<file path="config.mk">
export PLATFORM = sky130hd
export DESIGN_NAME = bitmap_frame_allocator
export DESIGN_NICKNAME = d
export VERILOG_FILES = /design/src/sv/bfa_pkg.sv /design/src/sv/bfa_datapath.sv /design/src/sv/bfa_ctrl.sv /design/src/sv/bitmap_frame_allocator.sv
export SDC_FILE = /design/constraint.sdc
export NUM_CORES = 2
export LEC_CHECK = 0
export BUFFER_PORTS_ARGS = -buffer_cell sky130_fd_sc_hd__buf_2
export CORE_MARGIN = 4
export CORE_UTILIZATION = 25
export DETAILED_ROUTE_END_ITERATION = 8
export PLACE_DENSITY = 0.43
export REMOVE_ABC_BUFFERS = 1
export SLEW_MARGIN = 20
export SYNTH_ARGS = -nofsm -noshare
export SYNTH_HDL_FRONTEND = slang
export SYNTH_SLANG_ARGS = --single-unit
</file>
<file path="constraint.sdc">
create_clock -name clk -period 21.5 [get_ports clk]
set_clock_uncertainty 0.05 [all_clocks]
set_input_delay 3.225 -clock clk [delete_from_list [all_inputs] [get_ports clk]]
set_output_delay 3.225 -clock clk [all_outputs]
set_load 0.005 [all_outputs]
</file>
<file path="src/sv/bfa_pkg.sv">
// Shared constants, codes and control types of the bitmap frame allocator.
`timescale 1ns / 1ps

package bfa_pkg;

    localparam int DEF_FRAME_COUNT = 4096;
    localparam int DEF_FRAME_BYTES = 4096;

    localparam int WORD_BITS  = 32;
    localparam int WORD_SH    = 5;
    localparam int CHUNK_BITS = 8;
    localparam int CHUNK_SH   = 3;
    localparam int CHUNKS     = WORD_BITS / CHUNK_BITS;

    localparam int CFG_W      = 13;
    localparam int CMD_W      = 3;
    localparam int ADDR_W     = 48;
    localparam int CNT_W      = 13;
    localparam int OUT_ADDR_W = 24;
    localparam int WIDE_W     = 50;

    localparam logic [CMD_W-1:0] CMD_INIT          = 3'd0;
    localparam logic [CMD_W-1:0] CMD_MARK_USABLE   = 3'd1;
    localparam logic [CMD_W-1:0] CMD_MARK_RESERVED = 3'd2;
    localparam logic [CMD_W-1:0] CMD_ALLOC         = 3'd3;
    localparam logic [CMD_W-1:0] CMD_FREE          = 3'd4;

    typedef enum logic [3:0] {
        ST_CLEAR,
        ST_IDLE,
        ST_SETUP,
        ST_CLAMP,
        ST_DISPATCH,
        ST_INIT_SWEEP,
        ST_SPAN_RD,
        ST_SPAN_WR,
        ST_SCAN_RD,
        ST_SCAN_BIT,
        ST_ALLOC_SET,
        ST_DONE
    } state_t;

    typedef struct packed {
        logic load_in;
        logic setup;
        logic clamp;
        logic sweep_start;
        logic sweep_wr;
        logic span_rd;
        logic span_wr;
        logic scan_start;
        logic scan_rd;
        logic scan_step;
        logic alloc_set;
        logic done_ok;
        logic load_out;
    } bfa_cmd_t;

    typedef struct packed {
        logic [CMD_W-1:0] cmd;
        logic             sweep_last;
        logic             span_empty;
        logic             span_last;
        logic             alloc_bad;
        logic             hit;
        logic             stop;
        logic             chunk_last;
    } bfa_sts_t;

endpackage

</file>
<file path="src/sv/bfa_datapath.sv">
// Datapath of the bitmap frame allocator: used map memory, span walker, run scanner.
`timescale 1ns / 1ps

module bfa_datapath #(
    parameter int FRAME_COUNT = bfa_pkg::DEF_FRAME_COUNT,
    parameter int FRAME_BYTES = bfa_pkg::DEF_FRAME_BYTES
) (
    input  logic                             clk,
    input  logic                             rst_n,
    input  bfa_pkg::bfa_cmd_t                cmd,
    output bfa_pkg::bfa_sts_t                sts,
    input  logic [bfa_pkg::CMD_W-1:0]        command,
    input  logic [bfa_pkg::ADDR_W-1:0]       base_address,
    input  logic [bfa_pkg::ADDR_W-1:0]       length_bytes,
    input  logic [bfa_pkg::CNT_W-1:0]        frame_count,
    input  logic [bfa_pkg::CFG_W-1:0]        managed_frames,
    output logic [bfa_pkg::OUT_ADDR_W-1:0]   frame_address,
    output logic                             success,
    output logic [bfa_pkg::CNT_W-1:0]        free_count,
    output logic [bfa_pkg::CNT_W-1:0]        used_count
);
    import bfa_pkg::*;

    localparam int DEPTH = FRAME_COUNT / WORD_BITS;
    localparam int AW    = $clog2(DEPTH);
    localparam int IDX_W = $clog2(FRAME_COUNT);
    localparam int LIM_W = IDX_W + 1;
    localparam int CW    = (LIM_W > CNT_W) ? LIM_W : CNT_W;
    localparam int SH    = $clog2(FRAME_BYTES);

    // used map, one bit per frame
    logic [WORD_BITS-1:0] mem [DEPTH];
    logic [WORD_BITS-1:0] rd_data_reg;
    logic                 mem_we;
    logic                 mem_re;
    logic [WORD_BITS-1:0] mem_wdata;

    logic [CMD_W-1:0]  cmd_reg;
    logic [ADDR_W-1:0] base_reg;
    logic [ADDR_W-1:0] len_reg;
    logic [CNT_W-1:0]  cnt_reg;
    logic [WIDE_W-1:0] first_raw_reg, first_raw_next;
    logic [WIDE_W-1:0] end_raw_reg, end_raw_next;
    logic [LIM_W-1:0]  span_first_reg;
    logic [LIM_W-1:0]  span_end_reg;
    logic              span_empty_reg;
    logic              set_mode_reg;
    logic [AW-1:0]     word_reg;
    logic [1:0]        chunk_reg;
    logic [CNT_W-1:0]  run_reg, run_next;
    logic [LIM_W-1:0]  hit_idx_reg;
    logic [CNT_W-1:0]  free_total_reg;
    logic              ok_reg;
    logic [OUT_ADDR_W-1:0] addr_reg;
    logic [OUT_ADDR_W-1:0] frame_address_reg;
    logic                  success_reg;
    logic [CNT_W-1:0]      free_count_reg;
    logic [CNT_W-1:0]      used_count_reg;

    logic [LIM_W-1:0]  lim;
    logic [CW-1:0]     mf_ext;
    logic [WIDE_W-1:0] base_w;
    logic [WIDE_W-1:0] top_w;
    logic [WIDE_W-1:0] fb_m1;
    logic [LIM_W-1:0]  end_c;
    logic              clamp_empty;
    logic [LIM_W-1:0]  first_c;
    logic [LIM_W-1:0]  last_idx;
    logic [WORD_BITS-1:0] mask;
    logic [WORD_BITS-1:0] new_word;
    logic [5:0]        pop;
    logic [LIM_W-1:0]  bit_idx;
    logic [CHUNK_BITS-1:0] chunk_bits;
    logic [LIM_W-1:0]  chunk_base;
    logic [LIM_W-1:0]  step_idx;
    logic              hit;
    logic [LIM_W-1:0]  hit_idx;
    logic              stop;
    logic [LIM_W-1:0]  alloc_first;
    logic [LIM_W-1:0]  alloc_end;
    logic [47:0]       addr_wide;
    logic [CW-1:0]     used_wide;

    assign mf_ext = CW'(managed_frames);
    assign lim    = (mf_ext < CW'(FRAME_COUNT)) ? LIM_W'(mf_ext) : LIM_W'(FRAME_COUNT);

    // span bounds before clamping
    assign base_w = WIDE_W'(base_reg);
    assign top_w  = base_w + WIDE_W'(len_reg);
    assign fb_m1  = WIDE_W'(FRAME_BYTES - 1);

    always_comb
    begin
        case (cmd_reg)
            CMD_MARK_USABLE:
            begin
                first_raw_next = (base_w + fb_m1) >> SH;
                end_raw_next   = top_w >> SH;
            end
            CMD_MARK_RESERVED:
            begin
                first_raw_next = base_w >> SH;
                end_raw_next   = (top_w + fb_m1) >> SH;
            end
            default:
            begin
                first_raw_next = base_w >> SH;
                end_raw_next   = (base_w >> SH) + WIDE_W'(cnt_reg);
            end
        endcase
    end

    assign end_c       = (end_raw_reg < WIDE_W'(lim)) ? LIM_W'(end_raw_reg) : lim;
    assign clamp_empty = first_raw_reg >= WIDE_W'(end_c);
    assign first_c     = LIM_W'(first_raw_reg);

    // span walker: one word per read/write pair
    assign last_idx = span_end_reg - LIM_W'(1);

    always_comb
    begin
        mask = '0;
        bit_idx = '0;
        for (int i = 0; i < WORD_BITS; i++)
        begin
            bit_idx = LIM_W'({word_reg, WORD_SH'(i)});
            mask[i] = (bit_idx >= span_first_reg) && (bit_idx < span_end_reg);
        end
    end

    assign new_word = set_mode_reg ? (rd_data_reg | mask) : (rd_data_reg & ~mask);
    assign pop      = 6'($countones(new_word ^ rd_data_reg));

    // run scanner: one chunk of frames per cycle, pausing for a read at each new map word
    assign chunk_bits = rd_data_reg[chunk_reg*CHUNK_BITS +: CHUNK_BITS];
    assign chunk_base = LIM_W'({word_reg, chunk_reg, CHUNK_SH'(0)});
    assign stop = (LIM_W+1)'(chunk_base) + (LIM_W+1)'(CHUNK_BITS) >= (LIM_W+1)'(lim);

    always_comb
    begin
        run_next = run_reg;
        hit      = 1'b0;
        hit_idx  = '0;
        step_idx = '0;
        for (int j = 0; j < CHUNK_BITS; j++)
        begin
            step_idx = chunk_base + LIM_W'(j);
            if (!hit && (step_idx < lim))
            begin
                run_next = chunk_bits[j] ? '0 : run_next + CNT_W'(1);
                if (run_next == cnt_reg)
                begin
                    hit     = 1'b1;
                    hit_idx = step_idx;
                end
            end
        end
    end

    assign alloc_end   = hit_idx_reg + LIM_W'(1);
    assign alloc_first = alloc_end - LIM_W'(cnt_reg);
    assign addr_wide   = 48'(alloc_first) << SH;
    assign used_wide   = (CW'(lim) > CW'(free_total_reg)) ?
                         CW'(lim) - CW'(free_total_reg) : '0;

    assign sts.cmd        = cmd_reg;
    assign sts.sweep_last = word_reg == AW'(DEPTH - 1);
    assign sts.span_empty = span_empty_reg;
    assign sts.span_last  = word_reg == last_idx[WORD_SH +: AW];
    assign sts.alloc_bad  = (cnt_reg == '0) || (CW'(cnt_reg) > CW'(lim));
    assign sts.hit        = hit;
    assign sts.stop       = stop;
    assign sts.chunk_last = chunk_reg == 2'(CHUNKS - 1);

    assign mem_we    = cmd.sweep_wr | cmd.span_wr;
    assign mem_re    = cmd.span_rd | cmd.scan_rd;
    assign mem_wdata = cmd.sweep_wr ? '1 : new_word;

    always_ff @(posedge clk)
    begin
        if (mem_we)
        begin
            mem[word_reg] <= mem_wdata;
        end
        if (mem_re)
        begin
            rd_data_reg <= mem[word_reg];
        end
    end

    always_ff @(posedge clk or negedge rst_n)
    begin
        if (!rst_n)
        begin
            word_reg       <= '0;
            chunk_reg      <= '0;
            free_total_reg <= '0;
        end
        else
        begin
            if (cmd.sweep_start || cmd.scan_start)
            begin
                word_reg <= '0;
            end
            else if (cmd.sweep_wr || cmd.span_wr)
            begin
                word_reg <= word_reg + AW'(1);
            end
            else if (cmd.clamp)
            begin
                word_reg <= first_c[WORD_SH +: AW];
            end
            else if (cmd.alloc_set)
            begin
                word_reg <= alloc_first[WORD_SH +: AW];
            end
            else if (cmd.scan_step && !hit && sts.chunk_last)
            begin
                word_reg <= word_reg + AW'(1);
            end

            if (cmd.scan_start)
            begin
                chunk_reg <= '0;
            end
            else if (cmd.scan_step)
            begin
                chunk_reg <= chunk_reg + 2'(1);
            end

            if (cmd.sweep_wr)
            begin
                free_total_reg <= '0;
            end
            else if (cmd.span_wr)
            begin
                free_total_reg <= set_mode_reg ? free_total_reg - CNT_W'(pop)
                                               : free_total_reg + CNT_W'(pop);
            end
        end
    end

    always_ff @(posedge clk)
    begin
        if (cmd.load_in)
        begin
            cmd_reg  <= command;
            base_reg <= base_address;
            len_reg  <= length_bytes;
            cnt_reg  <= frame_count;
            ok_reg   <= 1'b0;
            addr_reg <= '0;
        end
        if (cmd.setup)
        begin
            first_raw_reg <= first_raw_next;
            end_raw_reg   <= end_raw_next;
            set_mode_reg  <= (cmd_reg == CMD_MARK_RESERVED) || (cmd_reg == CMD_ALLOC);
        end
        if (cmd.clamp)
        begin
            span_first_reg <= first_c;
            span_end_reg   <= end_c;
            span_empty_reg <= clamp_empty;
        end
        if (cmd.scan_start)
        begin
            run_reg <= '0;
        end
        else if (cmd.scan_step)
        begin
            run_reg <= run_next;
        end
        if (cmd.scan_step && hit)
        begin
            hit_idx_reg <= hit_idx;
        end
        if (cmd.done_ok)
        begin
            ok_reg <= 1'b1;
        end
        if (cmd.alloc_set)
        begin
            span_first_reg <= alloc_first;
            span_end_reg   <= alloc_end;
            ok_reg         <= 1'b1;
            addr_reg       <= addr_wide[OUT_ADDR_W-1:0];
        end
        if (cmd.load_out)
        begin
            frame_address_reg <= addr_reg;
            success_reg       <= ok_reg;
            free_count_reg    <= free_total_reg;
            used_count_reg    <= CNT_W'(used_wide);
        end
    end

    assign frame_address = frame_address_reg;
    assign success       = success_reg;
    assign free_count    = free_count_reg;
    assign used_count    = used_count_reg;

`ifndef SYNTHESIS
    a_clear_never_shrinks: assert property (@(posedge clk) disable iff (!rst_n)
        cmd.span_wr && !set_mode_reg |=> free_total_reg >= $past(free_total_reg))
        else $error("free count dropped while clearing frames");

    a_alloc_sets_ok: assert property (@(posedge clk) disable iff (!rst_n)
        cmd.alloc_set |=> ok_reg && (span_end_reg - span_first_reg == LIM_W'(cnt_reg)))
        else $error("allocated run does not match requested count");
`endif

endmodule

</file>
<file path="src/sv/bfa_ctrl.sv">
// Controller state machine of the bitmap frame allocator.
`timescale 1ns / 1ps

module bfa_ctrl (
    input  logic              clk,
    input  logic              rst_n,
    input  logic              in_valid,
    output logic              in_stall,
    output logic              out_valid,
    input  logic              out_stall,
    input  bfa_pkg::bfa_sts_t sts,
    output bfa_pkg::bfa_cmd_t cmd
);
    import bfa_pkg::*;

    state_t state_reg, state_next;
    logic   out_valid_reg, out_valid_next;
    logic   out_free;

    assign out_free = !out_valid_reg || !out_stall;

    always_comb
    begin
        state_next = state_reg;
        case (state_reg)
            ST_CLEAR:      if (sts.sweep_last) state_next = ST_IDLE;
            ST_IDLE:       if (in_valid) state_next = ST_SETUP;
            ST_SETUP:      state_next = ST_CLAMP;
            ST_CLAMP:      state_next = ST_DISPATCH;
            ST_DISPATCH:
            begin
                case (sts.cmd)
                    CMD_INIT:
                        state_next = ST_INIT_SWEEP;
                    CMD_MARK_USABLE, CMD_MARK_RESERVED, CMD_FREE:
                        state_next = sts.span_empty ? ST_DONE : ST_SPAN_RD;
                    CMD_ALLOC:
                        state_next = sts.alloc_bad ? ST_DONE : ST_SCAN_RD;
                    default:
                        state_next = ST_DONE;
                endcase
            end
            ST_INIT_SWEEP: if (sts.sweep_last) state_next = ST_DONE;
            ST_SPAN_RD:    state_next = ST_SPAN_WR;
            ST_SPAN_WR:    state_next = sts.span_last ? ST_DONE : ST_SPAN_RD;
            ST_SCAN_RD:    state_next = ST_SCAN_BIT;
            ST_SCAN_BIT:
            begin
                if (sts.hit)
                begin
                    state_next = ST_ALLOC_SET;
                end
                else if (sts.stop)
                begin
                    state_next = ST_DONE;
                end
                else if (sts.chunk_last)
                begin
                    state_next = ST_SCAN_RD;
                end
            end
            ST_ALLOC_SET:  state_next = ST_SPAN_RD;
            ST_DONE:       if (out_free) state_next = ST_IDLE;
            default:       state_next = ST_IDLE;
        endcase
    end

    always_comb
    begin
        cmd = '0;
        case (state_reg)
            ST_CLEAR:      cmd.sweep_wr = 1'b1;
            ST_IDLE:       cmd.load_in  = in_valid;
            ST_SETUP:      cmd.setup    = 1'b1;
            ST_CLAMP:      cmd.clamp    = 1'b1;
            ST_DISPATCH:
            begin
                case (sts.cmd)
                    CMD_INIT:
                    begin
                        cmd.sweep_start = 1'b1;
                        cmd.done_ok     = 1'b1;
                    end
                    CMD_MARK_USABLE, CMD_MARK_RESERVED, CMD_FREE:
                        cmd.done_ok = 1'b1;
                    CMD_ALLOC:
                        cmd.scan_start = !sts.alloc_bad;
                    default:
                        cmd.done_ok = 1'b0;
                endcase
            end
            ST_INIT_SWEEP: cmd.sweep_wr  = 1'b1;
            ST_SPAN_RD:    cmd.span_rd   = 1'b1;
            ST_SPAN_WR:    cmd.span_wr   = 1'b1;
            ST_SCAN_RD:    cmd.scan_rd   = 1'b1;
            ST_SCAN_BIT:   cmd.scan_step = 1'b1;
            ST_ALLOC_SET:  cmd.alloc_set = 1'b1;
            ST_DONE:       cmd.load_out  = out_free;
            default:       cmd.load_in   = 1'b0;
        endcase
    end

    always_comb
    begin
        out_valid_next = out_valid_reg;
        if (cmd.load_out)
        begin
            out_valid_next = 1'b1;
        end
        else if (out_valid_reg && !out_stall)
        begin
            out_valid_next = 1'b0;
        end
    end

    always_ff @(posedge clk or negedge rst_n)
    begin
        if (!rst_n)
        begin
            state_reg     <= ST_CLEAR;
            out_valid_reg <= 1'b0;
        end
        else
        begin
            state_reg     <= state_next;
            out_valid_reg <= out_valid_next;
        end
    end

    assign in_stall  = state_reg != ST_IDLE;
    assign out_valid = out_valid_reg;

`ifndef SYNTHESIS
    a_word_from_done: assert property (@(posedge clk) disable iff (!rst_n)
        $rose(out_valid) |-> $past(state_reg == ST_DONE))
        else $error("result word raised outside completion");

    a_scan_only_alloc: assert property (@(posedge clk) disable iff (!rst_n)
        (state_reg == ST_SCAN_BIT) |-> (sts.cmd == CMD_ALLOC))
        else $error("run scan entered for a command other than allocate");
`endif

endmodule

</file>
<file path="src/sv/bitmap_frame_allocator.sv">
// Top level of the bitmap frame allocator: configuration register and wiring.
//
// Usage:
//   Input channel (in_valid/in_stall) carries one command word: command, base_address,
//   length_bytes, frame_count. Output channel (out_valid/out_stall) returns one result
//   word per command: frame_address, success, free_count, used_count.
//   cfg_valid/cfg_ready writes managed_frames; write it only while the block is idle.
//   One command is worked at a time; the next is taken as soon as the result is in the
//   output register, even while the receiver still stalls it.
// Work per command, with W = FRAME_COUNT/32 map words of 32 frames each:
//   init sweeps all W map words. Marks and free read and write each map word touched.
//   Allocate reads each map word scanned and scans it one 8-frame chunk a cycle, then
//   reads and writes each word of the claimed run; the result is then registered.
//   The pace is set by the single port of the map memory and the chunk scanner.
// Reset: managed_frames returns to its default; a clearing pass over all W map words
//   marks every frame used; input stalls until it ends. The free total resets to zero.
// A stalled result holds in the output register; the block then finishes at most one
//   more command and waits before loading its result.
`timescale 1ns / 1ps

module bitmap_frame_allocator #(
    parameter int FRAME_COUNT = bfa_pkg::DEF_FRAME_COUNT,
    parameter int FRAME_BYTES = bfa_pkg::DEF_FRAME_BYTES
) (
    input  logic                           clk,
    input  logic                           rst_n,
    input  logic                           in_valid,
    output logic                           in_stall,
    input  logic [bfa_pkg::CMD_W-1:0]      command,
    input  logic [bfa_pkg::ADDR_W-1:0]     base_address,
    input  logic [bfa_pkg::ADDR_W-1:0]     length_bytes,
    input  logic [bfa_pkg::CNT_W-1:0]      frame_count,
    output logic                           out_valid,
    input  logic                           out_stall,
    output logic [bfa_pkg::OUT_ADDR_W-1:0] frame_address,
    output logic                           success,
    output logic [bfa_pkg::CNT_W-1:0]      free_count,
    output logic [bfa_pkg::CNT_W-1:0]      used_count,
    input  logic                           cfg_valid,
    output logic                           cfg_ready,
    input  logic [bfa_pkg::CFG_W-1:0]      cfg_data
);
    import bfa_pkg::*;

    localparam int MF_MAX = (1 << CFG_W) - 1;
    localparam logic [CFG_W-1:0] MF_RESET =
        CFG_W'((FRAME_COUNT > MF_MAX) ? MF_MAX : FRAME_COUNT);

    logic [CFG_W-1:0] managed_reg;
    bfa_cmd_t         cmd;
    bfa_sts_t         sts;

    assign cfg_ready = 1'b1;

    always_ff @(posedge clk or negedge rst_n)
    begin
        if (!rst_n)
        begin
            managed_reg <= MF_RESET;
        end
        else if (cfg_valid && cfg_ready)
        begin
            managed_reg <= cfg_data;
        end
    end

    bfa_ctrl u_ctrl (
        .clk       (clk),
        .rst_n     (rst_n),
        .in_valid  (in_valid),
        .in_stall  (in_stall),
        .out_valid (out_valid),
        .out_stall (out_stall),
        .sts       (sts),
        .cmd       (cmd)
    );

    bfa_datapath #(
        .FRAME_COUNT (FRAME_COUNT),
        .FRAME_BYTES (FRAME_BYTES)
    ) u_datapath (
        .clk            (clk),
        .rst_n          (rst_n),
        .cmd            (cmd),
        .sts            (sts),
        .command        (command),
        .base_address   (base_address),
        .length_bytes   (length_bytes),
        .frame_count    (frame_count),
        .managed_frames (managed_reg),
        .frame_address  (frame_address),
        .success        (success),
        .free_count     (free_count),
        .used_count     (used_count)
    );

endmodule

</file>
==> flow_metrics.env <==
export IMPL_outcome="finished, final reports clean"
export IMPL_drt_wl_total_um=709000
export IMPL_fin_nets=12400
export IMPL_finalSetupTns_ps=0
export IMPL_hold_viol=0
export IMPL_ant_nets=0
export IMPL_syn_area_per_cell_um2=15.6
export IMPL_dr_pass1_iters=7
export IMPL_powerDensity_mw_per_mm2=82.3
export IMPL_max_clock_freq_mhz=55.2
export IMPL_grt_overflow_total=0
export IMPL_maxCapViolations=0
export IMPL_cp_arrival_ps=18730
export IMPL_crit_slowest_cell="o31ai_2"
export IMPL_drive_above_1_share_pct=13.5
export IMPL_synth_top_area_cell="edfxtp_1"
export IMPL_hold_class="register to register"
export IMPL_synth_edf_count=4406
export IMPL_cts_setup_buffers=0
export IMPL_initial_core_util_pct=25.1
export IMPL_power_leakage_nw=66.2
export IMPL_clockRootBuffer="clkbuf_16"
export IMPL_clockBufferDepth=4
export IMPL_cts_tree="built"
export IMPL_cts_hold_buf=0
export IMPL_start_kind="register"
export IMPL_synth_compound_area_share_pct=14.9
export IMPL_io_buffers=170
export IMPL_slew_violations=0
export IMPL_critPathKind="register to register"
export IMPL_synth_adder_area_share_pct=1.78
export IMPL_syn2layout_area_growth_pct=16.4
export IMPL_routed_via_count=116000
export IMPL_wl_per_cell_um=32.1
export IMPL_fp_dieW_um=861
export IMPL_core_area_mm2=0.726
export IMPL_cts_resized=0
export IMPL_grt_max_degree=129
export IMPL_cp_required_ps=22130
export IMPL_async_reset_ff_share_pct=0.897
export IMPL_synth_area_mm2=0.182
export IMPL_rsz0062_at_grt="no"
export IMPL_grt_antenna_before_repair=70
export IMPL_fillers=72800
export IMPL_synth_xor_area_share_pct=1.58
export IMPL_cts_clk_slew_worst_paths_ps=60
export IMPL_synth_simple_gate_area_share_pct=5.60
export IMPL_synth_seq_cells=4460
export IMPL_min_period_ps=18100
export IMPL_ys_warn_count=0
export IMPL_dpl_instance_area_mm2=0.197
export IMPL_period_share_pct=84.2
export IMPL_tightest_slew_ps=1280
export IMPL_syn_inst=11600
export IMPL_design_area_mm2=0.212
export IMPL_muxShareOfSynthArea_pct=0.684
export IMPL_crit_path_end_kind="register"
export IMPL_ys_flop_type="edfxtp_1"
export IMPL_max_vdd_ir_drop_v=0.0000701
export IMPL_ys_seq_area_share_pct=73.4
export IMPL_h_tree_depth=5
export IMPL_synth_top_family_by_area="compound AO/OA/AOI/OAI gates"
export IMPL_die_area_mm2=0.742
export IMPL_via_per_inst=5.26
export IMPL_finalSetupViolCount=0
export IMPL_grtUsageTotal_pct=18.3
export IMPL_regToRegSetupSlack_ps=3400
export IMPL_cts_buffers=464
export IMPL_fin_util_pct=29.2
export IMPL_synth_distinct_cells=134
export IMPL_ioPinCount=184
export IMPL_synthTopCellsByArea="edfxtp_1 (73%), a22oi_1 (7.1%), ha_1 (1.4%)"
export IMPL_power_total_w=0.0174
export IMPL_synth_top_cell_area_share_pct=72.7
export IMPL_clock_sinks=4460
export IMPL_dp_hpwl_um=434000
export IMPL_max_stage_delay_ps=950
export IMPL_gp_congestion=0.834
export IMPL_rows=313
export IMPL_slew_headroom_pct=13.7
export IMPL_largest_register_ffs=4096
export IMPL_drt_iter0_drc=13000
export IMPL_grt_first_pass_wirelength_um=961000
export IMPL_cp_max_fo=25
export IMPL_die_h_um=861
export IMPL_drc=0
export IMPL_grt_pass1_vias=110000
export IMPL_clk_insertion_delay_late_ps=1020
==> power by group <==
| part | total (W) | internal (W) | switching (W) | leakage, nW |
|---|---|---|---|---|
| Sequential | 0.00941 | 0.00941 | 0.00000242 | 42.0 |
| Combinational | 0.000184 | 0.0000603 | 0.000124 | 17.1 |
| Clock | 0.00785 | 0.00438 | 0.00347 | 7.08 |
==> metrics by stage <==
step,hold WS [ps],cells,setup WS (ps)
after floorplan,350,10900,-15300
after global placement,368,21200,3900
after detailed placement,365,21200,3640
after CTS,376,22000,3600
after global routing,379,22000,2380
final,373,22100,3400
==> path summary, 6_finish.rpt <==
kind | startpoint | endpoint | depth (start not counted)
max reg2reg | managed_reg[12] | u_datapath.hit_idx_reg[7] | 51
max | managed_reg[12] | u_datapath.hit_idx_reg[7] | 51
min in group asynchronous | rst_n | managed_reg[0] | 2
max in group asynchronous | rst_n | u_datapath.word_reg[3] | 2
min reg2reg | u_datapath.addr_reg[19] | u_datapath.frame_address[19] | 0
min | u_datapath.addr_reg[19] | u_datapath.frame_address[19] | 0
==> Yosys cell counts, types with 27 or more instances <==
library cell,number
a211oi_1,29
a21o_1,83
a21oi_1,243
a221oi_1,187
a22o_1,192
a22oi_1,1729
a31oi_1,81
a41oi_1,263
and2_1,52
and3_1,50
buf_1,139
buf_2,43
clkbuf_1,554
dfrtp_1,39
edfxtp_1,4406
fa_1,31
ha_1,208
inv_1,163
mux2_2,31
mux2i_1,59
nand2_1,386
nand2b_1,37
nand3_1,183
nand4_1,247
nor2_1,471
nor2b_1,47
nor3_1,134
nor4_1,98
o211ai_1,124
o21a_1,33
o21ai_0,263
o22ai_1,27
o31ai_1,37
or2_2,31
or3_1,58
or4_1,46
xnor2_1,208
xor2_1,98
==> placed cells by master (no fill, tap or decap), types with 33 or more instances in the layout <==
cell       instances
buf_4            479
o31ai_1           37
a21o_1            83
or3_1             57
a41oi_1          251
and3_1            48
ha_1             208
nor3_1           125
xnor2_1          208
xor2_1            98
buf_2            170
nand3_1          183
a221oi_1         187
nand4_1          247
a31oi_1           79
o211ai_1         124
diode_2           42
and2_1            51
mux2i_1           58
nor2_1           340
or4_1             46
dfrtp_1           35
a22oi_1         1729
nor2_4           129
o21ai_0          257
o21a_1            33
nand2b_1          37
clkbuf_16        475
nand2_1          361
inv_1            162
nor4_1            82
nor2b_1           43
a21oi_1          242
a22o_1           192
clkinv_2          77
clkinv_1         135
clkbuf_1         115
edfxtp_1        4406
==> logic make-up after synthesis <==
| group | Yosys count |
|---|---|
| flip-flops | 4460 |
| AO/OA/AOI/OAI | 3617 |
| AND/OR/NAND/NOR | 1964 |
| buffers and inverters | 939 |
| XOR/XNOR | 315 |
| adder cells (fa/ha/maj) | 240 |
| multiplexers | 108 |
| other | 2 |
==> critical path: cells and delay by family (launching register included) <==
family | cells | cell delay [ps]
and+or+nand+nor | 21 | 7920
AOI/OAI and AO/OA | 18 | 5800
adders and majority gates | 5 | 1710
buffers and inverters | 6 | 1130
DFF | 1 | 630
muxes | 1 | 500
==> cell type report <==
class                      count  area (µm²)  share of cell area [%]
antenna                       42         105                  0.0496
timing repair buffer         674        4930                    2.33
clock buffer                 590       12300                    5.81
sequential                  4460      134000                    63.0
tap                         9607       12000                    5.67
inverter                     173         652                   0.308
multi-input combinational   6257       46200                    21.8
clock inverter               263        2180                    1.03
==> routing by layer <==
layer,wire length (µm),up-vias,GRT usage [%]
li1,-,48900,-
met1,312000,61900,25.9
met2,331000,4424,29.5
met3,47400,795,2.62
met4,18800,20,4.37
met5,333,-,0
(Power assumes the default switching activity.)
